===== src/rtl/core/gene_crossover_mutation_core_defines.svh =====
// Assertion macros shared by the gene crossover and mutation core.
// Expects i_clk and i_rst_n in the scope where a macro is used.
`ifndef GENE_CROSSOVER_MUTATION_CORE_DEFINES_SVH
`define GENE_CROSSOVER_MUTATION_CORE_DEFINES_SVH

// Plain property, checked out of reset.
`define GCM_ASSERT(label, prop, msg) \
    label: assert property (@(posedge i_clk) disable iff (!i_rst_n) (prop)) \
        else $error(msg);

// Condition in one cycle implies a check in the next.
`define GCM_ASSERT_NEXT(label, cond, nxt, msg) \
    `GCM_ASSERT(label, (cond) |=> (nxt), msg)

`endif


===== src/rtl/core/gcm_pkg.sv =====
// Package for the gene crossover and mutation core: widths, config codes,
// payload structs and the reciprocal table for the noise-sum divide.
package gcm_pkg;

    localparam int GENE_BITS     = 32;
    localparam int DRAW_BITS     = 16;
    localparam int DEV_FRAC      = 16;
    localparam int RANGE_BITS    = 31;
    localparam int NSUM_BITS     = 20;
    localparam int THRESH_BITS   = 17;
    localparam int DEV_BITS      = 24;
    localparam int CNT_BITS      = 5;
    localparam int CFG_IDX_BITS  = 2;
    localparam int CFG_DATA_BITS = 24;

    // Reciprocal: ceil(2^RECIP_SHIFT / n), exact for every noise sum and count.
    localparam int RECIP_SHIFT = 26;
    localparam int RECIP_BITS  = RECIP_SHIFT + 1;
    localparam int QPROD_BITS  = NSUM_BITS + RECIP_BITS;

    localparam int NOISE_BITS       = NSUM_BITS + 1;
    localparam int SPREAD_PROD_BITS = NOISE_BITS + DEV_BITS + 1;
    localparam int SPREAD_BITS      = SPREAD_PROD_BITS - DRAW_BITS;
    localparam int DELTA_PROD_BITS  = SPREAD_BITS + RANGE_BITS + 1;
    localparam int DELTA_BITS       = DELTA_PROD_BITS - DEV_FRAC;
    localparam int SUM_BITS         = DELTA_BITS + 1;

    localparam logic signed [NOISE_BITS-1:0] NOISE_CENTER = NOISE_BITS'(1 << (DRAW_BITS - 1));

    localparam logic [CFG_IDX_BITS-1:0] CFG_CROSS_TH  = 2'd0;
    localparam logic [CFG_IDX_BITS-1:0] CFG_MUT_TH    = 2'd1;
    localparam logic [CFG_IDX_BITS-1:0] CFG_DEVIATION = 2'd2;
    localparam logic [CFG_IDX_BITS-1:0] CFG_NOISE_CNT = 2'd3;

    localparam logic [THRESH_BITS-1:0] THRESH_RESET = '0;
    localparam logic [DEV_BITS-1:0]    DEV_RESET    = 24'd65536;
    localparam logic [CNT_BITS-1:0]    CNT_RESET    = 5'd12;

    typedef struct packed {
        logic signed [GENE_BITS-1:0] parent_gene;
        logic signed [GENE_BITS-1:0] partner_gene;
        logic signed [GENE_BITS-1:0] upper_bound;
        logic signed [GENE_BITS-1:0] lower_bound;
        logic [RANGE_BITS-1:0]       gene_range;
        logic [DRAW_BITS-1:0]        crossover_draw;
        logic [DRAW_BITS-1:0]        mutation_draw;
        logic [NSUM_BITS-1:0]        noise_sum;
    } t_gcm_in;

    typedef struct packed {
        logic signed [GENE_BITS-1:0] child_gene;
        logic                        crossed;
        logic                        mutated;
    } t_gcm_out;

    typedef struct packed {
        logic [THRESH_BITS-1:0] crossover_threshold;
        logic [THRESH_BITS-1:0] mutation_threshold;
        logic [DEV_BITS-1:0]    deviation;
        logic [CNT_BITS-1:0]    noise_count;
    } t_gcm_cfg;

    // Per-gene data that rides alongside the noise arithmetic.
    typedef struct packed {
        logic signed [GENE_BITS-1:0] child_gene;
        logic signed [GENE_BITS-1:0] upper_bound;
        logic signed [GENE_BITS-1:0] lower_bound;
        logic [RANGE_BITS-1:0]       gene_range;
        logic                        crossed;
        logic                        mutated;
    } t_gcm_side;

    typedef struct packed {
        logic [NSUM_BITS-1:0]  nsum;
        logic [RECIP_BITS-1:0] recip;
    } t_gcm_div;

    // Count zero behaves as one.
    function automatic logic [RECIP_BITS-1:0] recip_lookup(input logic [CNT_BITS-1:0] cnt);
        logic [RECIP_BITS-1:0] r;
        case (cnt)
            5'd2:    r = 27'd33554432;
            5'd3:    r = 27'd22369622;
            5'd4:    r = 27'd16777216;
            5'd5:    r = 27'd13421773;
            5'd6:    r = 27'd11184811;
            5'd7:    r = 27'd9586981;
            5'd8:    r = 27'd8388608;
            5'd9:    r = 27'd7456541;
            5'd10:   r = 27'd6710887;
            5'd11:   r = 27'd6100806;
            5'd12:   r = 27'd5592406;
            5'd13:   r = 27'd5162221;
            5'd14:   r = 27'd4793491;
            5'd15:   r = 27'd4473925;
            5'd16:   r = 27'd4194304;
            5'd17:   r = 27'd3947581;
            5'd18:   r = 27'd3728271;
            5'd19:   r = 27'd3532046;
            5'd20:   r = 27'd3355444;
            5'd21:   r = 27'd3195661;
            5'd22:   r = 27'd3050403;
            5'd23:   r = 27'd2917777;
            5'd24:   r = 27'd2796203;
            5'd25:   r = 27'd2684355;
            5'd26:   r = 27'd2581111;
            5'd27:   r = 27'd2485514;
            5'd28:   r = 27'd2396746;
            5'd29:   r = 27'd2314099;
            5'd30:   r = 27'd2236963;
            5'd31:   r = 27'd2164803;
            default: r = 27'd67108864;
        endcase
        return r;
    endfunction

endpackage


===== src/rtl/core/gcm_decide.sv =====
// First pipeline stage: crossover and mutation decisions, parent mean,
// reciprocal lookup for the noise divide. Depends on gcm_pkg.
`include "gene_crossover_mutation_core_defines.svh"

module gcm_decide (
    input  logic              i_clk,
    input  logic              i_rst_n,
    input  gcm_pkg::t_gcm_cfg i_cfg,
    input  logic              i_valid,
    input  gcm_pkg::t_gcm_in  i_data,
    output logic              o_stall,
    output logic              o_valid,
    output gcm_pkg::t_gcm_side o_side,
    output gcm_pkg::t_gcm_div o_div,
    input  logic              i_stall
);
    import gcm_pkg::*;

    logic                        w_en;
    logic                        r_vld;
    logic                        n_vld;
    logic signed [GENE_BITS:0]   w_pair_sum;
    t_gcm_side                   n_side;
    t_gcm_side                   r_side;
    t_gcm_div                    n_div;
    t_gcm_div                    r_div;

    assign w_en = !r_vld || !i_stall;
    assign n_vld = w_en ? i_valid : r_vld;

    always_comb begin
        w_pair_sum = (GENE_BITS + 1)'(i_data.parent_gene) + (GENE_BITS + 1)'(i_data.partner_gene);
        n_side.crossed = {1'b0, i_data.crossover_draw} < i_cfg.crossover_threshold;
        n_side.mutated = {1'b0, i_data.mutation_draw} < i_cfg.mutation_threshold;
        // floor of the mean: arithmetic shift of the full-width sum
        n_side.child_gene  = n_side.crossed ? w_pair_sum[GENE_BITS:1] : i_data.parent_gene;
        n_side.upper_bound = i_data.upper_bound;
        n_side.lower_bound = i_data.lower_bound;
        n_side.gene_range  = i_data.gene_range;
        n_div.nsum  = i_data.noise_sum;
        n_div.recip = recip_lookup(i_cfg.noise_count);
    end

    always_ff @(posedge i_clk) begin
        if (!i_rst_n) begin
            r_vld <= 1'b0;
        end else begin
            r_vld <= n_vld;
        end
    end

    always_ff @(posedge i_clk) begin
        if (w_en) begin
            r_side <= n_side;
            r_div  <= n_div;
        end
    end

    assign o_stall = !w_en;
    assign o_valid = r_vld;
    assign o_side  = r_side;
    assign o_div   = r_div;

    `GCM_ASSERT_NEXT(a_cross_flag, i_valid && w_en,
        r_side.crossed == ($past(i_data.crossover_draw) < $past(i_cfg.crossover_threshold)),
        "crossed flag does not match draw against threshold")

endmodule


===== config.mk =====
export PLATFORM = sky130hd
export DESIGN_NAME = gcm_decide
export DESIGN_NICKNAME = d
export VERILOG_FILES = /design/src/rtl/core/gcm_pkg.sv /design/src/rtl/core/gcm_decide.sv
export VERILOG_INCLUDE_DIRS = /design/src /design/src/rtl/core
export SDC_FILE = /design/constraint.sdc
export NUM_CORES = 1
export LEC_CHECK = 0
export BUFFER_PORTS_ARGS = -buffer_cell sky130_fd_sc_hd__buf_2
export CAP_MARGIN = 20
export CORE_AREA = 10 10 168 170
export DETAILED_ROUTE_END_ITERATION = 8
export DIE_AREA = 0 0 178 180
export GPL_ROUTABILITY_DRIVEN = 0
export PLACE_DENSITY_LB_ADDON = 0.05
export SLEW_MARGIN = 20
export SYNTH_ARGS = -nofsm -noshare
export SYNTH_HDL_FRONTEND = slang
export SYNTH_SLANG_ARGS = --single-unit

===== constraint.sdc =====
create_clock -name i_clk -period 4.75 [get_ports i_clk]
set_input_delay 0.475 -clock i_clk [delete_from_list [all_inputs] [get_ports i_clk]]
set_output_delay 0.475 -clock i_clk [all_outputs]
set_load 0.03 [all_outputs]

==> results.sh <==
export IMPL_status="complete, no violations"
export IMPL_syn_area_sq_um=9195
export IMPL_hp_class="primary input to flip-flop"
export IMPL_drc=0
export IMPL_async_reset_ff_frac=0
export IMPL_p_leak_nw=5.568
export IMPL_syn_to_final_growth_pct=33.68
export IMPL_r2r_end="o_div[13]"
export IMPL_firstDrtPassIters=6
export IMPL_hold_viol=0
export IMPL_endpoint_kind="flip-flop"
export IMPL_core_sq_um=24890
export IMPL_p_int_mw=2.991
export IMPL_cts_made_buffers=17
export IMPL_ys_seq_area_frac=0.5769
export IMPL_multi_input_area_sq_um=3590
export IMPL_fillers=2374
export IMPL_rr_worst_depth=2
export IMPL_routedWlPerCell_microns=20.31
export IMPL_finalSetupTns_ps=0
export IMPL_worstSetupPathType="primary input to flip-flop"
export IMPL_ys_flop_type="edfxtp_1"
export IMPL_r2r_start="o_valid"
export IMPL_grt_pass1_wl_microns=46640
export IMPL_cts_hold_buf=0
export IMPL_crit_path_start_kind="primary input"
export IMPL_power_frac_seq=0.431
export IMPL_wl_microns=31540
export IMPL_nets=1551
export IMPL_io_buffers=431
export IMPL_grt_overflow=0
export IMPL_worst_slack_ps=1993
export IMPL_synth_edff_count=176
export IMPL_cts_tree="yes"
export IMPL_cp_endpoint="o_side[116]"
export IMPL_slew_viol_final=0
export IMPL_setup_viol=0
export IMPL_p_per_area_nw_per_um2=366.6
export IMPL_finalPower_mw=4.506
export IMPL_post_cts_resized=0
export IMPL_crit_start="i_data[179]"
export IMPL_postCtsSetupBuffers=0
export IMPL_cap_violations=0
export IMPL_critical_path_top_delay_family="compound AO/OA/AOI/OAI gates"
export IMPL_drive_gt1_frac=0.3952
export IMPL_num_vias=7737
export IMPL_p_comb_frac=0.250
export IMPL_track_usage=0.1885
export IMPL_grt_pass1_vias=7817
export IMPL_relSlewSlack=0.3907
export IMPL_ant_nets=0
export IMPL_clock_root_buffer="clkbuf_16"
export IMPL_clock_sinks=177
export IMPL_grt_antenna_before_repair=14
export IMPL_reg2reg_slack_ps=2750
export IMPL_post_place_ws_ps=1559
export IMPL_grt_start_max_net_pins=116
export IMPL_io_pins=456
export IMPL_slowest_stage="a2111oi_4"
export IMPL_cp_max_fo=6
export IMPL_ir_worst_vdd_mv=0.2296
export IMPL_synth_area_per_cell_sq_um=11.64
export IMPL_switchingPower_mw=1.516
export IMPL_period_needed_ps=2757
export IMPL_period_share=0.5804
export IMPL_dpl_cell_area_sq_um=11670
export IMPL_clkTransAtPathRegs_ps=90
export IMPL_insertion_delay_ps=420
export IMPL_synthCells=790
export IMPL_fp_dieW_microns=178
export IMPL_via_per_inst=4.982
export IMPL_chipHeight_microns=180
export IMPL_clockPowerShare=0.318
export IMPL_ys_warn_count=0
export IMPL_max_stage_delay_ps=550
export IMPL_rows=58
export IMPL_required_ps=4930
export IMPL_rsz0062_at_grt="no"
export IMPL_htree_levels=4
export IMPL_ys_ff_latch=177
export IMPL_syn_nets=1137
export IMPL_design_area_sq_um=12290
export IMPL_die_area_sq_um=32040
export IMPL_worst_path_buf_inv=1
export IMPL_fmax_mhz=362.7
export IMPL_fin_worst_skew_ps=10.63
export IMPL_hold_slack_ps=213.4
export IMPL_start_util=0.3694
export IMPL_worst_pin_slew_ps=914.0
export IMPL_synth_cell_type_count=61
export IMPL_dp_hpwl_microns=25400
export IMPL_crit_arrival_ps=2940
export IMPL_regArea_sq_um=5305
export IMPL_path_cells="buf_2 -> and2_1 -> fa_1 -> a21o_1 -> a221oi_2 -> o21ai_2 -> a2111oi_4 -> o21ai_0 -> xnor2_1 -> o21ai_1"
export IMPL_crit_cells=10
export IMPL_ctsLongestPathBuffers=2
export IMPL_drtIter0Drc=475
export IMPL_swShare=0.3364
[how the worst min path moves through the flow]
stage	endpoint	start	slack, ps	cells after the start
after floorplan	o_div[27]	i_data[0]	570	0
after detailed placement	o_side[90]	i_data[140]	650	1
after CTS	o_div[38]	i_data[11]	190	1
after global routing	o_div[31]	i_data[4]	190	1
after global placement	o_side[67]	i_data[117]	650	1
final	o_side[22]	i_data[72]	210	1
[Yosys cell counts, types with 7 or more instances]
master      n  area [sq um]
edfxtp_1  176          5285
nand2_1    82         307.8
ha_1       68         850.8
o21ai_0    66         330.3
a21oi_1    57         285.3
inv_1      49         183.9
nor2_1     40         150.1
clkbuf_1   35         131.4
xnor2_1    18         157.7
o21a_1     13         97.59
a21o_1     12         90.09
nor3_1     12         60.06
a211oi_1   11         82.58
nand3_1    11         55.05
nand4_1    11         68.82
nand2b_1   10         62.56
o22ai_1     9         56.30
xor2_1      9         78.83
nor2b_1     7         43.79
nor4_1      7         43.79
[per-layer routing]
metal  vias up  track usage  wire length, microns
li1       3812            -                     -
met1      3571       0.2026                 11700
met2       313       0.3389                 16480
met3        27      0.07125                  3096
met4        14      0.04503                   175
met5         -            0                    90
[power by group through the flow]
| stage | clock network, mW | logic, mW | registers [mW] |
|---|---|---|---|
| final | 1.44 | 1.13 | 1.94 |
| after floorplan | 0 | 0.398 | 2.32 |
| after global placement | 0 | 1.14 | 1.98 |
| after CTS | 1.47 | 1.15 | 1.94 |
| after detailed placement | 0 | 1.14 | 1.98 |
| after global routing | 1.53 | 1.23 | 1.96 |
[final cells by class]
class                      count  share of cell area
timing repair buffer         434              0.1773
multi-input combinational    525              0.2920
clock buffer                  17             0.03461
inverter                      49             0.01496
sequential                   177              0.4316
tap                          330             0.03359
antenna                        6            0.001221
clock inverter                15             0.01466
[worst register-to-register path, cell delays in order (launching register included)]
cell and delay (ps):
dfxtp_1 360, nand2_8 640, buf_4 640
[stage by stage]
step	cells	utilization
2_1_floorplan	790	-
3_3_place_gp	1515	0.4689
3_5_place_dp	1515	0.4689
4_1_cts	1547	0.4932
5_1_grt	1552	0.4937
6_report	1553	0.4938
[registers in the layout, summed over array words and instances, names as in the netlist]
name and cells:
o_valid 1, o_div 47, o_side 129
[layout by cell type, fill, tap and decap left out, types with 5 or more instances in the layout]
cell type  Yosys  routed
o31ai_1        6       6
nor2b_1        7       7
clkinv_8       0       5
clkbuf_16      0      17
nor2_1        40      40
buf_2          0     431
a211oi_1      11      11
inv_1         49      49
nand2_1       82      81
nand4_1       11      11
o21a_1        13      13
a21o_1        12      12
a21oi_1       57      57
edfxtp_1     176     176
xnor2_1       18      18
diode_2        0       6
o22ai_1        9       8
xor2_1         9       9
nand3_1       11      11
o21ai_0       66      66
ha_1          68      68
nor4_1         7       7
nor3_1        12      12
nand2b_1      10      10
[cells by family (layout without fill, tap and decap cells)]
kind of cell,after synthesis,in the layout,synth area share
AOI/OAI and AO/OA,232,232,0.1661
xor gates and xnor gates,27,27,0.02572
buffers and inverters,88,515,0.03592
other,0,6,0
muxes,4,4,0.004490
adders and majority gates,69,69,0.09471
and+or+nand+nor,193,193,0.09607
DFF,177,177,0.5769
Note: power is estimated with default switching activity, not from simulation.
