===== src/rtl/core/gene_crossover_mutation_core_defines.svh =====
// Assertion macros shared by the gene crossover and mutation core.
// Expects i_clk and i_rst_n in the scope where a macro is used.
`ifndef GENE_CROSSOVER_MUTATION_CORE_DEFINES_SVH
`define GENE_CROSSOVER_MUTATION_CORE_DEFINES_SVH

// Plain property, checked out of reset.
`define GCM_ASSERT(label, prop, msg) \
    label: assert property (@(posedge i_clk) disable iff (!i_rst_n) (prop)) \
        else $error(msg);

// Condition in one cycle implies a check in the next.
`define GCM_ASSERT_NEXT(label, cond, nxt, msg) \
    `GCM_ASSERT(label, (cond) |=> (nxt), msg)

`endif


===== src/rtl/core/gcm_pkg.sv =====
// Package for the gene crossover and mutation core: widths, config codes,
// payload structs and the reciprocal table for the noise-sum divide.
package gcm_pkg;

    localparam int GENE_BITS     = 32;
    localparam int DRAW_BITS     = 16;
    localparam int DEV_FRAC      = 16;
    localparam int RANGE_BITS    = 31;
    localparam int NSUM_BITS     = 20;
    localparam int THRESH_BITS   = 17;
    localparam int DEV_BITS      = 24;
    localparam int CNT_BITS      = 5;
    localparam int CFG_IDX_BITS  = 2;
    localparam int CFG_DATA_BITS = 24;

    // Reciprocal: ceil(2^RECIP_SHIFT / n), exact for every noise sum and count.
    localparam int RECIP_SHIFT = 26;
    localparam int RECIP_BITS  = RECIP_SHIFT + 1;
    localparam int QPROD_BITS  = NSUM_BITS + RECIP_BITS;

    localparam int NOISE_BITS       = NSUM_BITS + 1;
    localparam int SPREAD_PROD_BITS = NOISE_BITS + DEV_BITS + 1;
    localparam int SPREAD_BITS      = SPREAD_PROD_BITS - DRAW_BITS;
    localparam int DELTA_PROD_BITS  = SPREAD_BITS + RANGE_BITS + 1;
    localparam int DELTA_BITS       = DELTA_PROD_BITS - DEV_FRAC;
    localparam int SUM_BITS         = DELTA_BITS + 1;

    localparam logic signed [NOISE_BITS-1:0] NOISE_CENTER = NOISE_BITS'(1 << (DRAW_BITS - 1));

    localparam logic [CFG_IDX_BITS-1:0] CFG_CROSS_TH  = 2'd0;
    localparam logic [CFG_IDX_BITS-1:0] CFG_MUT_TH    = 2'd1;
    localparam logic [CFG_IDX_BITS-1:0] CFG_DEVIATION = 2'd2;
    localparam logic [CFG_IDX_BITS-1:0] CFG_NOISE_CNT = 2'd3;

    localparam logic [THRESH_BITS-1:0] THRESH_RESET = '0;
    localparam logic [DEV_BITS-1:0]    DEV_RESET    = 24'd65536;
    localparam logic [CNT_BITS-1:0]    CNT_RESET    = 5'd12;

    typedef struct packed {
        logic signed [GENE_BITS-1:0] parent_gene;
        logic signed [GENE_BITS-1:0] partner_gene;
        logic signed [GENE_BITS-1:0] upper_bound;
        logic signed [GENE_BITS-1:0] lower_bound;
        logic [RANGE_BITS-1:0]       gene_range;
        logic [DRAW_BITS-1:0]        crossover_draw;
        logic [DRAW_BITS-1:0]        mutation_draw;
        logic [NSUM_BITS-1:0]        noise_sum;
    } t_gcm_in;

    typedef struct packed {
        logic signed [GENE_BITS-1:0] child_gene;
        logic                        crossed;
        logic                        mutated;
    } t_gcm_out;

    typedef struct packed {
        logic [THRESH_BITS-1:0] crossover_threshold;
        logic [THRESH_BITS-1:0] mutation_threshold;
        logic [DEV_BITS-1:0]    deviation;
        logic [CNT_BITS-1:0]    noise_count;
    } t_gcm_cfg;

    // Per-gene data that rides alongside the noise arithmetic.
    typedef struct packed {
        logic signed [GENE_BITS-1:0] child_gene;
        logic signed [GENE_BITS-1:0] upper_bound;
        logic signed [GENE_BITS-1:0] lower_bound;
        logic [RANGE_BITS-1:0]       gene_range;
        logic                        crossed;
        logic                        mutated;
    } t_gcm_side;

    typedef struct packed {
        logic [NSUM_BITS-1:0]  nsum;
        logic [RECIP_BITS-1:0] recip;
    } t_gcm_div;

    // Count zero behaves as one.
    function automatic logic [RECIP_BITS-1:0] recip_lookup(input logic [CNT_BITS-1:0] cnt);
        logic [RECIP_BITS-1:0] r;
        case (cnt)
            5'd2:    r = 27'd33554432;
            5'd3:    r = 27'd22369622;
            5'd4:    r = 27'd16777216;
            5'd5:    r = 27'd13421773;
            5'd6:    r = 27'd11184811;
            5'd7:    r = 27'd9586981;
            5'd8:    r = 27'd8388608;
            5'd9:    r = 27'd7456541;
            5'd10:   r = 27'd6710887;
            5'd11:   r = 27'd6100806;
            5'd12:   r = 27'd5592406;
            5'd13:   r = 27'd5162221;
            5'd14:   r = 27'd4793491;
            5'd15:   r = 27'd4473925;
            5'd16:   r = 27'd4194304;
            5'd17:   r = 27'd3947581;
            5'd18:   r = 27'd3728271;
            5'd19:   r = 27'd3532046;
            5'd20:   r = 27'd3355444;
            5'd21:   r = 27'd3195661;
            5'd22:   r = 27'd3050403;
            5'd23:   r = 27'd2917777;
            5'd24:   r = 27'd2796203;
            5'd25:   r = 27'd2684355;
            5'd26:   r = 27'd2581111;
            5'd27:   r = 27'd2485514;
            5'd28:   r = 27'd2396746;
            5'd29:   r = 27'd2314099;
            5'd30:   r = 27'd2236963;
            5'd31:   r = 27'd2164803;
            default: r = 27'd67108864;
        endcase
        return r;
    endfunction

endpackage


===== src/rtl/core/gcm_noise.sv =====
// Noise stages: divide the noise sum by the count through a reciprocal
// multiply, center it, scale by deviation. Three register stages. Depends on gcm_pkg.
`include "gene_crossover_mutation_core_defines.svh"

module gcm_noise (
    input  logic               i_clk,
    input  logic               i_rst_n,
    input  gcm_pkg::t_gcm_cfg  i_cfg,
    input  logic               i_valid,
    input  gcm_pkg::t_gcm_side i_side,
    input  gcm_pkg::t_gcm_div  i_div,
    output logic               o_stall,
    output logic               o_valid,
    output gcm_pkg::t_gcm_side o_side,
    output logic signed [gcm_pkg::SPREAD_PROD_BITS-1:0] o_spread_prod,
    input  logic               i_stall
);
    import gcm_pkg::*;

    localparam int STAGES = 3;

    logic [STAGES-1:0]               w_en;
    logic [STAGES-1:0]               r_vld;
    logic [STAGES-1:0]               n_vld;
    t_gcm_side                       r_side [STAGES];
    logic [QPROD_BITS-1:0]           r_quot_prod;
    logic [NSUM_BITS-1:0]            w_quot;
    logic signed [NOISE_BITS-1:0]    r_noise;
    logic signed [SPREAD_PROD_BITS-1:0] r_spread_prod;

    always_comb begin
        w_en[STAGES-1] = !r_vld[STAGES-1] || !i_stall;
        for (int k = STAGES - 2; k >= 0; k--) begin
            w_en[k] = !r_vld[k] || w_en[k+1];
        end
        n_vld[0] = w_en[0] ? i_valid : r_vld[0];
        for (int k = 1; k < STAGES; k++) begin
            n_vld[k] = w_en[k] ? r_vld[k-1] : r_vld[k];
        end
    end

    // quotient fits the noise-sum width since the count is at least one
    assign w_quot = r_quot_prod[RECIP_SHIFT +: NSUM_BITS];

    always_ff @(posedge i_clk) begin
        if (!i_rst_n) begin
            r_vld <= '0;
        end else begin
            r_vld <= n_vld;
        end
    end

    always_ff @(posedge i_clk) begin
        if (w_en[0]) begin
            r_quot_prod <= QPROD_BITS'(i_div.nsum) * QPROD_BITS'(i_div.recip);
            r_side[0]   <= i_side;
        end
        if (w_en[1]) begin
            r_noise   <= $signed({1'b0, w_quot}) - NOISE_CENTER;
            r_side[1] <= r_side[0];
        end
        if (w_en[2]) begin
            r_spread_prod <= SPREAD_PROD_BITS'(r_noise) * SPREAD_PROD_BITS'($signed({1'b0, i_cfg.deviation}));
            r_side[2]     <= r_side[1];
        end
    end

    assign o_stall       = !w_en[0];
    assign o_valid       = r_vld[STAGES-1];
    assign o_side        = r_side[STAGES-1];
    assign o_spread_prod = r_spread_prod;

    `GCM_ASSERT_NEXT(a_spread_hold, r_vld[STAGES-1] && i_stall,
        $stable(r_spread_prod) && $stable(r_side[STAGES-1]),
        "spread product changed while held")

endmodule


===== config.mk =====
export PLATFORM = sky130hd
export DESIGN_NAME = gcm_noise
export DESIGN_NICKNAME = d
export VERILOG_FILES = /design/src/rtl/core/gcm_pkg.sv /design/src/rtl/core/gcm_noise.sv
export VERILOG_INCLUDE_DIRS = /design/src /design/src/rtl/core
export SDC_FILE = /design/constraint.sdc
export NUM_CORES = 2
export LEC_CHECK = 0
export ABC_AREA = 1
export BUFFER_PORTS_ARGS = -buffer_cell sky130_fd_sc_hd__buf_4
export CAP_MARGIN = 10
export CORE_MARGIN = 1
export CORE_UTILIZATION = 50
export DETAILED_ROUTE_END_ITERATION = 16
export PLACE_DENSITY = 0.78
export SYNTH_ARGS = -nofsm -noshare
export SYNTH_HDL_FRONTEND = slang
export SYNTH_SLANG_ARGS = --single-unit

===== constraint.sdc =====
create_clock -name i_clk -period 27.7 [get_ports i_clk]
set_input_delay 2.77 -clock i_clk [delete_from_list [all_inputs] [get_ports i_clk]]
set_output_delay 2.77 -clock i_clk [all_outputs]
set_load 0.01 [all_outputs]

==> metrics.txt <==
family of cells with the greatest summed delay on the critical path=adder cells; Arr. time, crit path=8.84 ns; share of post-route cells with drive strength above 1=8.861%; Worst Hold Endpoint=r_side[0][384]; wire length of the first global-routing pass=197,500 microns; top post-synthesis cells by area=sky130_fd_sc_hd__fa_1, sky130_fd_sc_hd__edfxtp_1, sky130_fd_sc_hd__inv_1, sky130_fd_sc_hd__nand2_1, sky130_fd_sc_hd__ha_1; setup repair after global routing missed its margin=false; Post-Synthesis Cells=around 5,500; Layout Skew=around 0.053 ns; number of failing hold endpoints at the final stage=0; leading area contributor after synthesis=sky130_fd_sc_hd__fa_1; width of the die=323.0 microns; synthesis-stage register bit count=477; highest-delay cell along the critical path=sky130_fd_sc_hd__nor4_1; Maximum Capacitance Violations=0; Final setup viols=0; Die Area=around 0.10 sq mm; most common flop cell mapped by yosys=sky130_fd_sc_hd__edfxtp_1; source-to-sink clock delay at the later pin of the worst-skew pair=0.62 ns; initial antenna violation count=2; Post-Syn Area per Cell=between 9 and 10 sq um; total iterations of the first detailed-routing run=6; crit path launch type=input pin; WP buf/inv=7; Max Clk Rate=between 100 and 150 MHz; clock slew seen by the registers of the worst setup and hold paths=~0.07 ns; transition time of the tightest slew-check pin=1.243 ns; number of synthesized flops with an enable pin=474; height of the die=323.0 microns; number of sinks handled by clock tree synthesis=477; via count of the first global-routing pass=38,294; largest net degree at the start of global routing=89; sum of routed wire length over all layers=123,500 microns; post-synthesis instance area=0.05153 sq mm; share of Yosys cell area claimed by the top area cell type=33.41%; Final Cycle Share=between 30 and 40%; number of gates given a new drive strength after cts=0; CTS tree=yes; drt initial violations=2,630; buffers inserted by post-CTS timing repair=0; DP HPWL=a little under 100,000 microns; share of the yosys chip area belonging to registers=roughly 28%; count of buffers from port buffering=380; area growth from synthesis to layout=8.602%; R2R Path End=o_spread_prod[40]; via density per instance=5.098; source of the worst hold timing path=r_side[0][255]; Final Slew Violations=0; Mapped Nets=6,948; Bufs on Longest Clock Path=3; number of cells traversed by the worst hold path=0; Synth cell types=39; number of nets with antenna violations after detailed routing=0; reg-to-reg critical path startpoint=r_noise[20]; via count=35,798; type of the tightest min-delay check=reg -> reg; Post-synth ARST share=0%; most used cell along the critical path=sky130_fd_sc_hd__fa_1; Remaining DRCs=0; FF-to-FF path depth=22; # IOs=420; commonest non-fill, non-tap cells in the layout=sky130_fd_sc_hd__inv_1, sky130_fd_sc_hd__nand2_1, sky130_fd_sc_hd__fa_1, sky130_fd_sc_hd__edfxtp_1, sky130_fd_sc_hd__buf_4; Slew HR=17.11%; number of buffers added by the clock tree synthesis step=46; effective utilization at floorplan=roughly half; CTS root buf=sky130_fd_sc_hd__clkbuf_16; shortest clock period the worst path allows after layout=around 8.5 ns; most common cell after layout, fill and taps aside=sky130_fd_sc_hd__inv_1; antenna cell count=0; H-tree depth=2; total congestion overflow after global routing=0; category of the worst setup path capture point=flip-flop; detailed-route wire length per cell=17.58 microns; startpoint-to-endpoint class of the critical path=in -> reg; maximum fanout along the worst path=27; Placer Congestion=0.9912; total number of yosys warnings=0; maximum single-stage delay on the critical path=0.58 ns; total global-route track usage=24.22%; critical path required time=28.09 ns; outcome=finished, final reports clean; Worst R2R Setup Slack=roughly 20 ns; series of cell instances along the critical path=buf_4, nand2_1, fa_1, inv_1, fa_1, inv_1, fa_1, inv_1, fa_1, fa_1, fa_1, inv_1, fa_1, inv_1, ha_1, nand2_2, nor2_4, inv_1, nor4_1, nand2_1, nand2_2, xor2_1; cts hold-fix bufs=0; standard cell core area=between 0.1 and 0.15 sq mm; final layout net count=7,058; Total Neg Setup Slack=0 ns; # rows=around 120
flip-flops by register name, summed over array words and instances, names as in the netlist:
name,flops
r_side,387
o_spread_prod,46
r_noise,21
r_quot_prod,20
r_vld,3
worst reg2reg max path, stage by stage, from the launching register on:
cell                       delay, ns
sky130_fd_sc_hd__edfxtp_1       0.74
sky130_fd_sc_hd__inv_1          0.61
sky130_fd_sc_hd__or2_2          0.50
sky130_fd_sc_hd__fa_1           0.45
sky130_fd_sc_hd__fa_1           0.49
sky130_fd_sc_hd__inv_1          0.05
sky130_fd_sc_hd__fa_1           0.41
sky130_fd_sc_hd__fa_1           0.54
sky130_fd_sc_hd__fa_1           0.43
sky130_fd_sc_hd__fa_1           0.50
sky130_fd_sc_hd__inv_1          0.06
sky130_fd_sc_hd__fa_1           0.47
sky130_fd_sc_hd__inv_1          0.04
sky130_fd_sc_hd__ha_1           0.38
sky130_fd_sc_hd__nand2_1        0.10
sky130_fd_sc_hd__nand2_1        0.06
sky130_fd_sc_hd__a31oi_1        0.23
sky130_fd_sc_hd__a21boi_0       0.42
sky130_fd_sc_hd__o21ai_0        0.17
sky130_fd_sc_hd__nand2_1        0.11
sky130_fd_sc_hd__nand3_1        0.07
sky130_fd_sc_hd__nand2_1        0.07
sky130_fd_sc_hd__nand2_1        0.06
cells by family (layout without fill, tap and decap cells):
| logic type | after synthesis | in the layout | synth area share, % |
|---|---|---|---|
| buffers and inverters | 1931 | 2074 | 15.04 |
| AOI/OAI and AO/OA | 238 | 238 | 2.549 |
| xor gates and xnor gates | 41 | 41 | 0.6968 |
| and+or+nand+nor | 1630 | 1630 | 12.46 |
| DFF | 477 | 477 | 27.74 |
| adders and majority gates | 1194 | 1194 | 41.52 |
synthesized netlist by cell type (all sizes together) (20+ instances only):
master	instances
buf	135
nor2	168
xor2	29
nand4	21
fa	860
nand3	72
o21ai	75
o21bai	20
clkbuf	198
ha	334
inv	1598
nand2	1328
a21oi	119
edfxtp	474
stage by stage:
step                      worst slack, ns  instances  utilization [%]  hold WS (ns)  cell area [sq um]
after floorplan                     14.03       5511                -        0.4003              51530
after global placement              18.71       6940            53.38        0.4002              54470
after detailed placement            18.63       6940            53.38        0.4045              54470
after CTS                           19.27       7021            54.82        0.3919              55940
after global routing                18.94       7022            54.85        0.3967              55960
final                               19.25       7022            54.85        0.4014              55960
worst max-delay path by stage:
| stage | from | endpoint | slack (ns) | cells past startpoint |
|---|---|---|---|---|
| after detailed placement | i_div[32] | r_quot_prod[26] | 18.63 | 22 |
| after global routing | i_div[32] | r_quot_prod[26] | 18.94 | 22 |
| final | i_div[32] | r_quot_prod[26] | 19.25 | 22 |
| after global placement | i_div[32] | r_quot_prod[26] | 18.71 | 22 |
| after floorplan | i_stall | r_quot_prod[26] | 14.03 | 5 |
| after CTS | i_div[32] | r_quot_prod[26] | 19.27 | 22 |
final cells by class:
class | instances | area, sq um
Clock buffer | 56 | 1189
Clock inverter | 25 | 282.8
Fill cell | 8751 | 46070
Inverter | 1598 | 6008
Multi-Input combinational cell | 3103 | 29490
Sequential cell | 477 | 14290
Tap cell | 1368 | 1712
Timing Repair Buffer | 395 | 2985
metal layers:
metal	vias to the layer above	global-route usage, %	part of all wire [%]
li1	16099	-	-
met1	17733	30.45	38
met3	344	3.988	7.7
met4	4	8.899	3.7
met5	-	0	0.018
met2	1618	42.00	50
Power is not shown: default switching activity piles up to over one toggle a cycle in this logic, so the estimate is an artifact.
