===== src/rtl/core/gene_crossover_mutation_core_defines.svh =====
// Assertion macros shared by the gene crossover and mutation core.
// Expects i_clk and i_rst_n in the scope where a macro is used.
`ifndef GENE_CROSSOVER_MUTATION_CORE_DEFINES_SVH
`define GENE_CROSSOVER_MUTATION_CORE_DEFINES_SVH

// Plain property, checked out of reset.
`define GCM_ASSERT(label, prop, msg) \
    label: assert property (@(posedge i_clk) disable iff (!i_rst_n) (prop)) \
        else $error(msg);

// Condition in one cycle implies a check in the next.
`define GCM_ASSERT_NEXT(label, cond, nxt, msg) \
    `GCM_ASSERT(label, (cond) |=> (nxt), msg)

`endif


===== src/rtl/core/gcm_pkg.sv =====
// Package for the gene crossover and mutation core: widths, config codes,
// payload structs and the reciprocal table for the noise-sum divide.
package gcm_pkg;

    localparam int GENE_BITS     = 32;
    localparam int DRAW_BITS     = 16;
    localparam int DEV_FRAC      = 16;
    localparam int RANGE_BITS    = 31;
    localparam int NSUM_BITS     = 20;
    localparam int THRESH_BITS   = 17;
    localparam int DEV_BITS      = 24;
    localparam int CNT_BITS      = 5;
    localparam int CFG_IDX_BITS  = 2;
    localparam int CFG_DATA_BITS = 24;

    // Reciprocal: ceil(2^RECIP_SHIFT / n), exact for every noise sum and count.
    localparam int RECIP_SHIFT = 26;
    localparam int RECIP_BITS  = RECIP_SHIFT + 1;
    localparam int QPROD_BITS  = NSUM_BITS + RECIP_BITS;

    localparam int NOISE_BITS       = NSUM_BITS + 1;
    localparam int SPREAD_PROD_BITS = NOISE_BITS + DEV_BITS + 1;
    localparam int SPREAD_BITS      = SPREAD_PROD_BITS - DRAW_BITS;
    localparam int DELTA_PROD_BITS  = SPREAD_BITS + RANGE_BITS + 1;
    localparam int DELTA_BITS       = DELTA_PROD_BITS - DEV_FRAC;
    localparam int SUM_BITS         = DELTA_BITS + 1;

    localparam logic signed [NOISE_BITS-1:0] NOISE_CENTER = NOISE_BITS'(1 << (DRAW_BITS - 1));

    localparam logic [CFG_IDX_BITS-1:0] CFG_CROSS_TH  = 2'd0;
    localparam logic [CFG_IDX_BITS-1:0] CFG_MUT_TH    = 2'd1;
    localparam logic [CFG_IDX_BITS-1:0] CFG_DEVIATION = 2'd2;
    localparam logic [CFG_IDX_BITS-1:0] CFG_NOISE_CNT = 2'd3;

    localparam logic [THRESH_BITS-1:0] THRESH_RESET = '0;
    localparam logic [DEV_BITS-1:0]    DEV_RESET    = 24'd65536;
    localparam logic [CNT_BITS-1:0]    CNT_RESET    = 5'd12;

    typedef struct packed {
        logic signed [GENE_BITS-1:0] parent_gene;
        logic signed [GENE_BITS-1:0] partner_gene;
        logic signed [GENE_BITS-1:0] upper_bound;
        logic signed [GENE_BITS-1:0] lower_bound;
        logic [RANGE_BITS-1:0]       gene_range;
        logic [DRAW_BITS-1:0]        crossover_draw;
        logic [DRAW_BITS-1:0]        mutation_draw;
        logic [NSUM_BITS-1:0]        noise_sum;
    } t_gcm_in;

    typedef struct packed {
        logic signed [GENE_BITS-1:0] child_gene;
        logic                        crossed;
        logic                        mutated;
    } t_gcm_out;

    typedef struct packed {
        logic [THRESH_BITS-1:0] crossover_threshold;
        logic [THRESH_BITS-1:0] mutation_threshold;
        logic [DEV_BITS-1:0]    deviation;
        logic [CNT_BITS-1:0]    noise_count;
    } t_gcm_cfg;

    // Per-gene data that rides alongside the noise arithmetic.
    typedef struct packed {
        logic signed [GENE_BITS-1:0] child_gene;
        logic signed [GENE_BITS-1:0] upper_bound;
        logic signed [GENE_BITS-1:0] lower_bound;
        logic [RANGE_BITS-1:0]       gene_range;
        logic                        crossed;
        logic                        mutated;
    } t_gcm_side;

    typedef struct packed {
        logic [NSUM_BITS-1:0]  nsum;
        logic [RECIP_BITS-1:0] recip;
    } t_gcm_div;

    // Count zero behaves as one.
    function automatic logic [RECIP_BITS-1:0] recip_lookup(input logic [CNT_BITS-1:0] cnt);
        logic [RECIP_BITS-1:0] r;
        case (cnt)
            5'd2:    r = 27'd33554432;
            5'd3:    r = 27'd22369622;
            5'd4:    r = 27'd16777216;
            5'd5:    r = 27'd13421773;
            5'd6:    r = 27'd11184811;
            5'd7:    r = 27'd9586981;
            5'd8:    r = 27'd8388608;
            5'd9:    r = 27'd7456541;
            5'd10:   r = 27'd6710887;
            5'd11:   r = 27'd6100806;
            5'd12:   r = 27'd5592406;
            5'd13:   r = 27'd5162221;
            5'd14:   r = 27'd4793491;
            5'd15:   r = 27'd4473925;
            5'd16:   r = 27'd4194304;
            5'd17:   r = 27'd3947581;
            5'd18:   r = 27'd3728271;
            5'd19:   r = 27'd3532046;
            5'd20:   r = 27'd3355444;
            5'd21:   r = 27'd3195661;
            5'd22:   r = 27'd3050403;
            5'd23:   r = 27'd2917777;
            5'd24:   r = 27'd2796203;
            5'd25:   r = 27'd2684355;
            5'd26:   r = 27'd2581111;
            5'd27:   r = 27'd2485514;
            5'd28:   r = 27'd2396746;
            5'd29:   r = 27'd2314099;
            5'd30:   r = 27'd2236963;
            5'd31:   r = 27'd2164803;
            default: r = 27'd67108864;
        endcase
        return r;
    endfunction

endpackage


===== src/rtl/core/gcm_delta.sv =====
// Delta stages: scale the spread by the gene range, add to the child gene,
// clamp to the bounds for mutated genes and register the result beat. Depends on gcm_pkg.
`include "gene_crossover_mutation_core_defines.svh"

module gcm_delta (
    input  logic               i_clk,
    input  logic               i_rst_n,
    input  logic               i_valid,
    input  gcm_pkg::t_gcm_side i_side,
    input  logic signed [gcm_pkg::SPREAD_PROD_BITS-1:0] i_spread_prod,
    output logic               o_stall,
    output logic               o_valid,
    output gcm_pkg::t_gcm_out  o_data,
    input  logic               i_stall
);
    import gcm_pkg::*;

    localparam int STAGES = 3;

    logic [STAGES-1:0]                 w_en;
    logic [STAGES-1:0]                 r_vld;
    logic [STAGES-1:0]                 n_vld;
    t_gcm_side                         r_side [STAGES-1];
    logic signed [SPREAD_BITS-1:0]     w_spread;
    logic signed [DELTA_PROD_BITS-1:0] r_delta_prod;
    logic signed [DELTA_BITS-1:0]      w_delta;
    logic signed [SUM_BITS-1:0]        r_sum;
    logic signed [SUM_BITS-1:0]        w_upper;
    logic signed [SUM_BITS-1:0]        w_lower;
    t_gcm_out                          n_out;
    t_gcm_out                          r_out;

    always_comb begin
        w_en[STAGES-1] = !r_vld[STAGES-1] || !i_stall;
        for (int k = STAGES - 2; k >= 0; k--) begin
            w_en[k] = !r_vld[k] || w_en[k+1];
        end
        n_vld[0] = w_en[0] ? i_valid : r_vld[0];
        for (int k = 1; k < STAGES; k++) begin
            n_vld[k] = w_en[k] ? r_vld[k-1] : r_vld[k];
        end
    end

    // floor shifts: keep the high bits of the signed products
    assign w_spread = $signed(i_spread_prod[SPREAD_PROD_BITS-1:DRAW_BITS]);
    assign w_delta  = $signed(r_delta_prod[DELTA_PROD_BITS-1:DEV_FRAC]);
    assign w_upper  = SUM_BITS'(r_side[1].upper_bound);
    assign w_lower  = SUM_BITS'(r_side[1].lower_bound);

    always_comb begin
        n_out.crossed = r_side[1].crossed;
        n_out.mutated = r_side[1].mutated;
        if (!r_side[1].mutated) begin
            n_out.child_gene = r_side[1].child_gene;
        end else if (r_sum > w_upper) begin
            n_out.child_gene = r_side[1].upper_bound;
        end else if (r_sum < w_lower) begin
            n_out.child_gene = r_side[1].lower_bound;
        end else begin
            n_out.child_gene = r_sum[GENE_BITS-1:0];
        end
    end

    always_ff @(posedge i_clk) begin
        if (!i_rst_n) begin
            r_vld <= '0;
        end else begin
            r_vld <= n_vld;
        end
    end

    always_ff @(posedge i_clk) begin
        if (w_en[0]) begin
            r_delta_prod <= DELTA_PROD_BITS'(w_spread) * DELTA_PROD_BITS'($signed({1'b0, i_side.gene_range}));
            r_side[0]    <= i_side;
        end
        if (w_en[1]) begin
            r_sum     <= SUM_BITS'(r_side[0].child_gene) + SUM_BITS'(w_delta);
            r_side[1] <= r_side[0];
        end
        if (w_en[2]) begin
            r_out <= n_out;
        end
    end

    assign o_stall = !w_en[0];
    assign o_valid = r_vld[STAGES-1];
    assign o_data  = r_out;

    `GCM_ASSERT_NEXT(a_clamp_in_bounds,
        w_en[2] && r_vld[1] && r_side[1].mutated
            && (r_side[1].lower_bound <= r_side[1].upper_bound),
        (r_out.child_gene <= $past(r_side[1].upper_bound))
            && (r_out.child_gene >= $past(r_side[1].lower_bound)),
        "mutated child outside ordered bounds")

    `GCM_ASSERT_NEXT(a_no_mutate_pass, w_en[2] && r_vld[1] && !r_side[1].mutated,
        r_out.child_gene == $past(r_side[1].child_gene),
        "unmutated child altered by clamp stage")

endmodule


===== config.mk =====
export PLATFORM = sky130hd
export DESIGN_NAME = gcm_delta
export DESIGN_NICKNAME = d
export VERILOG_FILES = /design/src/rtl/core/gcm_pkg.sv /design/src/rtl/core/gcm_delta.sv
export VERILOG_INCLUDE_DIRS = /design/src /design/src/rtl/core
export SDC_FILE = /design/constraint.sdc
export NUM_CORES = 2
export LEC_CHECK = 0
export BUFFER_PORTS_ARGS = -buffer_cell sky130_fd_sc_hd__clkbuf_2
export CAP_MARGIN = 20
export CORE_AREA = 2 2 318 320
export DETAILED_ROUTE_END_ITERATION = 8
export DIE_AREA = 0 0 320 322
export GPL_ROUTABILITY_DRIVEN = 0
export SETUP_SLACK_MARGIN = 0.15
export SYNTH_ARGS = -nofsm -noshare
export SYNTH_HDL_FRONTEND = slang
export SYNTH_SLANG_ARGS = --single-unit

===== constraint.sdc =====
create_clock -name i_clk -period 20 [get_ports i_clk]
set_input_delay 6 -clock i_clk [delete_from_list [all_inputs] [get_ports i_clk]]
set_output_delay 6 -clock i_clk [all_outputs]
set_load 0.02 [all_outputs]

==> impl_metrics.json <==
{
  "status": "complete, no violations",
  "areaGrowthSynthToFinish_pct": 6.09,
  "crit_cells": 24,
  "nFillCells": 9210,
  "crit_path_frequent_cell": "fa_1",
  "finalSetupViolations": 0,
  "hold_viol": 0,
  "netlist_area_um2": 47400,
  "drtIter0Drc": 2316,
  "critPathRequiredTime_ns": 20.30,
  "crit_slowest_cell": "clkbuf_2",
  "maxCapViolCount": 0,
  "overflow": 0,
  "cts_resized": 0,
  "crit_family": "adder cells",
  "final_antenna_net_count": 0,
  "final.setup.tns_ns": 0,
  "drc_errors": 0,
  "die_h_um": 322,
  "synth_top_family_by_area": "adder cells",
  "startpoint": "i_spread_prod[23]",
  "layout_min_cycle_time_ns": 13.76,
  "drt-pass1-iter-count": 7,
  "core-area_um2": 99600,
  "routed_wl_um": 124000,
  "finalCritPeriodShare_pct": 68.8,
  "worst-r2r-cell-count": 12,
  "synthFlopType": "edfxtp_1",
  "synthArstFlopShare_pct": 0,
  "wire_per_inst_um": 20.3,
  "r2r_start": "r_side[0][193]",
  "antenna_found_initial": 7,
  "grt_setup_unrepaired": "false",
  "ys_types": 81,
  "hold_start": "r_side[0][130]",
  "critPathBufInv": 5,
  "start_kind": "primary input",
  "synthAdderAreaFrac_pct": 45.3,
  "endpoint_kind": "register",
  "syn_area_per_cell_um2": 9.99,
  "vias": 33100,
  "whs_path_depth": 0,
  "synth-xor-area-share_pct": 1.44,
  "regArea_um2": 9760,
  "worst_pin_slew_ns": 1.11,
  "synth.net_count": 6149,
  "post_cts_buffers": 0,
  "synth_seq_cells": 326,
  "crit_arrival_ns": 14.06,
  "cts.sinks": 326,
  "initial_core_util_pct": 47.6,
  "netlist_instances": 4741,
  "clock_latency_ns": 0.58,
  "synth_edf_count": 323,
  "grt_max_degree": 86,
  "crit_path_cell_trace": "clkbuf_2 > and2_1 > fa_1 > fa_1 > inv_1 > fa_1 > fa_1 > inv_1 > fa_1 > fa_1 > fa_1 > inv_1 > fa_1 > inv_1 > ha_1 > a21oi_1 > o21ai_1 > a2111oi_0 > o21ai_0 > or3_1 > o21ai_1 > o21ai_2 > a21oi_1 > o311ai_1",
  "cpPeakStageDelay_ns": 0.59,
  "grt_pass1_wl_um": 196000,
  "htreeDepth": 1,
  "first_global_vias": 34500,
  "synth_compound_area_share_pct": 8.45,
  "ys_seq_area_share_pct": 20.6,
  "yosys.area_share.simple_pct": 14.6,
  "maxSlewViolCount": 0,
  "ios": 215,
  "ctsHoldBuffers": 0,
  "critical_path_class": "primary input to register",
  "cts_tree": "yes",
  "rows": 116,
  "clk_pin_slew_ns": 0.07,
  "finClkSkew_ns": 0.0146,
  "fmax_ghz": 0.0727,
  "min_path_type": "register to register",
  "die-area_um2": 103000,
  "via_per_inst": 5.45,
  "fp.dieW_um": 320,
  "port_buffers": 198,
  "root_buffer": "clkbuf_16",
  "insertedDiodeCount": 0,
  "max-slew-margin-rel_pct": 25.9,
  "max-clock-path-buffers": 3,
  "grt.total_usage_pct": 24.6,
  "numCtsBuffers": 31,
  "worstPathMaxFanout": 31,
  "fin_nets": 6160,
  "yosysWarnings": 0,
  "final_layout_size_suffix_gt1_share_pct": 7.18,
  "hpwlAfterDp_um": 90000,
  "synth_mux_area_share_pct": 0.0211,
  "multiInputGateArea_um2": 33100
}
sequential cells by signal, indices dropped and copies added, names as in the netlist:
register and cells:
r_vld 3, r_sum 47, o_data 34, r_delta_prod 46, r_side 196
kinds of logic (layout without fill, tap and decap cells):
| group | Yosys count | count (layout) |
|---|---|---|
| AO/OA/AOI/OAI | 542 | 542 |
| adder cells (fa/ha/maj) | 1229 | 1229 |
| multiplexers | 1 | 1 |
| flip-flops | 326 | 326 |
| AND/OR/NAND/NOR | 1370 | 1370 |
| buffers and inverters | 1195 | 1228 |
| XOR/XNOR | 78 | 78 |
stage by stage:
step,utilization (%),cell area (µm²),hold slack (ns),setup WS [ns],cells
5_1_grt,50.5,50300,0.426,5.79,6072
3_3_place_gp,49.4,49200,0.402,5.60,6015
3_5_place_dp,49.4,49200,0.405,5.65,6015
2_1_floorplan,-,47400,0.400,4.05,4741
4_1_cts,50.4,50200,0.420,6.25,6070
6_report,50.5,50300,0.416,6.24,6072
cell type report:
| class | count | share of cell area (%) |
|---|---|---|
| multi-input cells | 3220 | 65.8 |
| clock buffers | 34 | 1.57 |
| inverters | 939 | 7.02 |
| repair buffers | 234 | 2.57 |
| clock inverters | 21 | 0.411 |
| well taps | 1298 | 3.23 |
| flip-flops and latches | 326 | 19.4 |
routing by layer:
metal,GRT usage (%),vias up,wire (µm)
li1,-,14900,-
met4,6.32,10,3330
met3,4.28,190,9610
met2,39.8,1181,56000
met5,0,-,57
met1,34.3,16800,54600
layout by cell type, fill, tap and decap left out, drive strengths merged, types with 35 or more instances in the layout:
cell,instances
inv,940
fa,809
nand2,594
and2,475
ha,420
edfxtp,323
clkbuf,232
a21oi,136
a21o,81
o21ai,72
nor2,66
nand2b,60
xnor2,53
a211oi,45
nand4,38
buf,36
o221ai,35
path summary, 6_finish.rpt:
| kind | end | slack [ns] |
|---|---|---|
| worst min register to register | o_data[1] | 0.42 |
| worst max-delay path | r_delta_prod[56] | 6.24 |
| worst max register to register | o_data[33] | 15.12 |
| worst min-delay path | o_data[1] | 0.42 |
cells in the mapped netlist (4+ instances only):
library cell / number / share of area [%]
inv_1: 937 / 7.4
fa_1: 809 / 34
nand2_1: 594 / 4.7
and2_1: 474 / 6.3
ha_1: 420 / 11
edfxtp_1: 323 / 20
clkbuf_1: 242 / 1.9
a21oi_1: 136 / 1.4
a21o_1: 80 / 1.3
o21ai_0: 68 / 0.72
nor2_1: 66 / 0.52
nand2b_1: 60 / 0.79
xnor2_1: 53 / 0.98
a211oi_1: 44 / 0.70
nand4_1: 38 / 0.50
o211a_1: 34 / 0.72
a311oi_1: 33 / 0.61
nor2b_1: 31 / 0.41
o221ai_2: 30 / 0.95
nand3_1: 28 / 0.30
nor3_1: 28 / 0.30
xor2_1: 25 / 0.46
o21a_1: 16 / 0.25
o211ai_1: 15 / 0.24
and3_1: 14 / 0.18
o21bai_1: 9 / 0.14
or3_1: 9 / 0.12
a21boi_0: 8 / 0.13
a31oi_1: 7 / 0.092
a41oi_1: 6 / 0.11
or2_2: 6 / 0.079
a211o_1: 5 / 0.092
buf_1: 5 / 0.040
nor4_1: 5 / 0.066
o221ai_1: 5 / 0.092
a2111oi_0: 4 / 0.074
and4_1: 4 / 0.074
buf_6: 4 / 0.095
o2111ai_1: 4 / 0.074
o31ai_1: 4 / 0.063
Power is left out: the tool's default activity adds up to more than one toggle a clock period on the data nets, which glitch-free logic cannot reach.
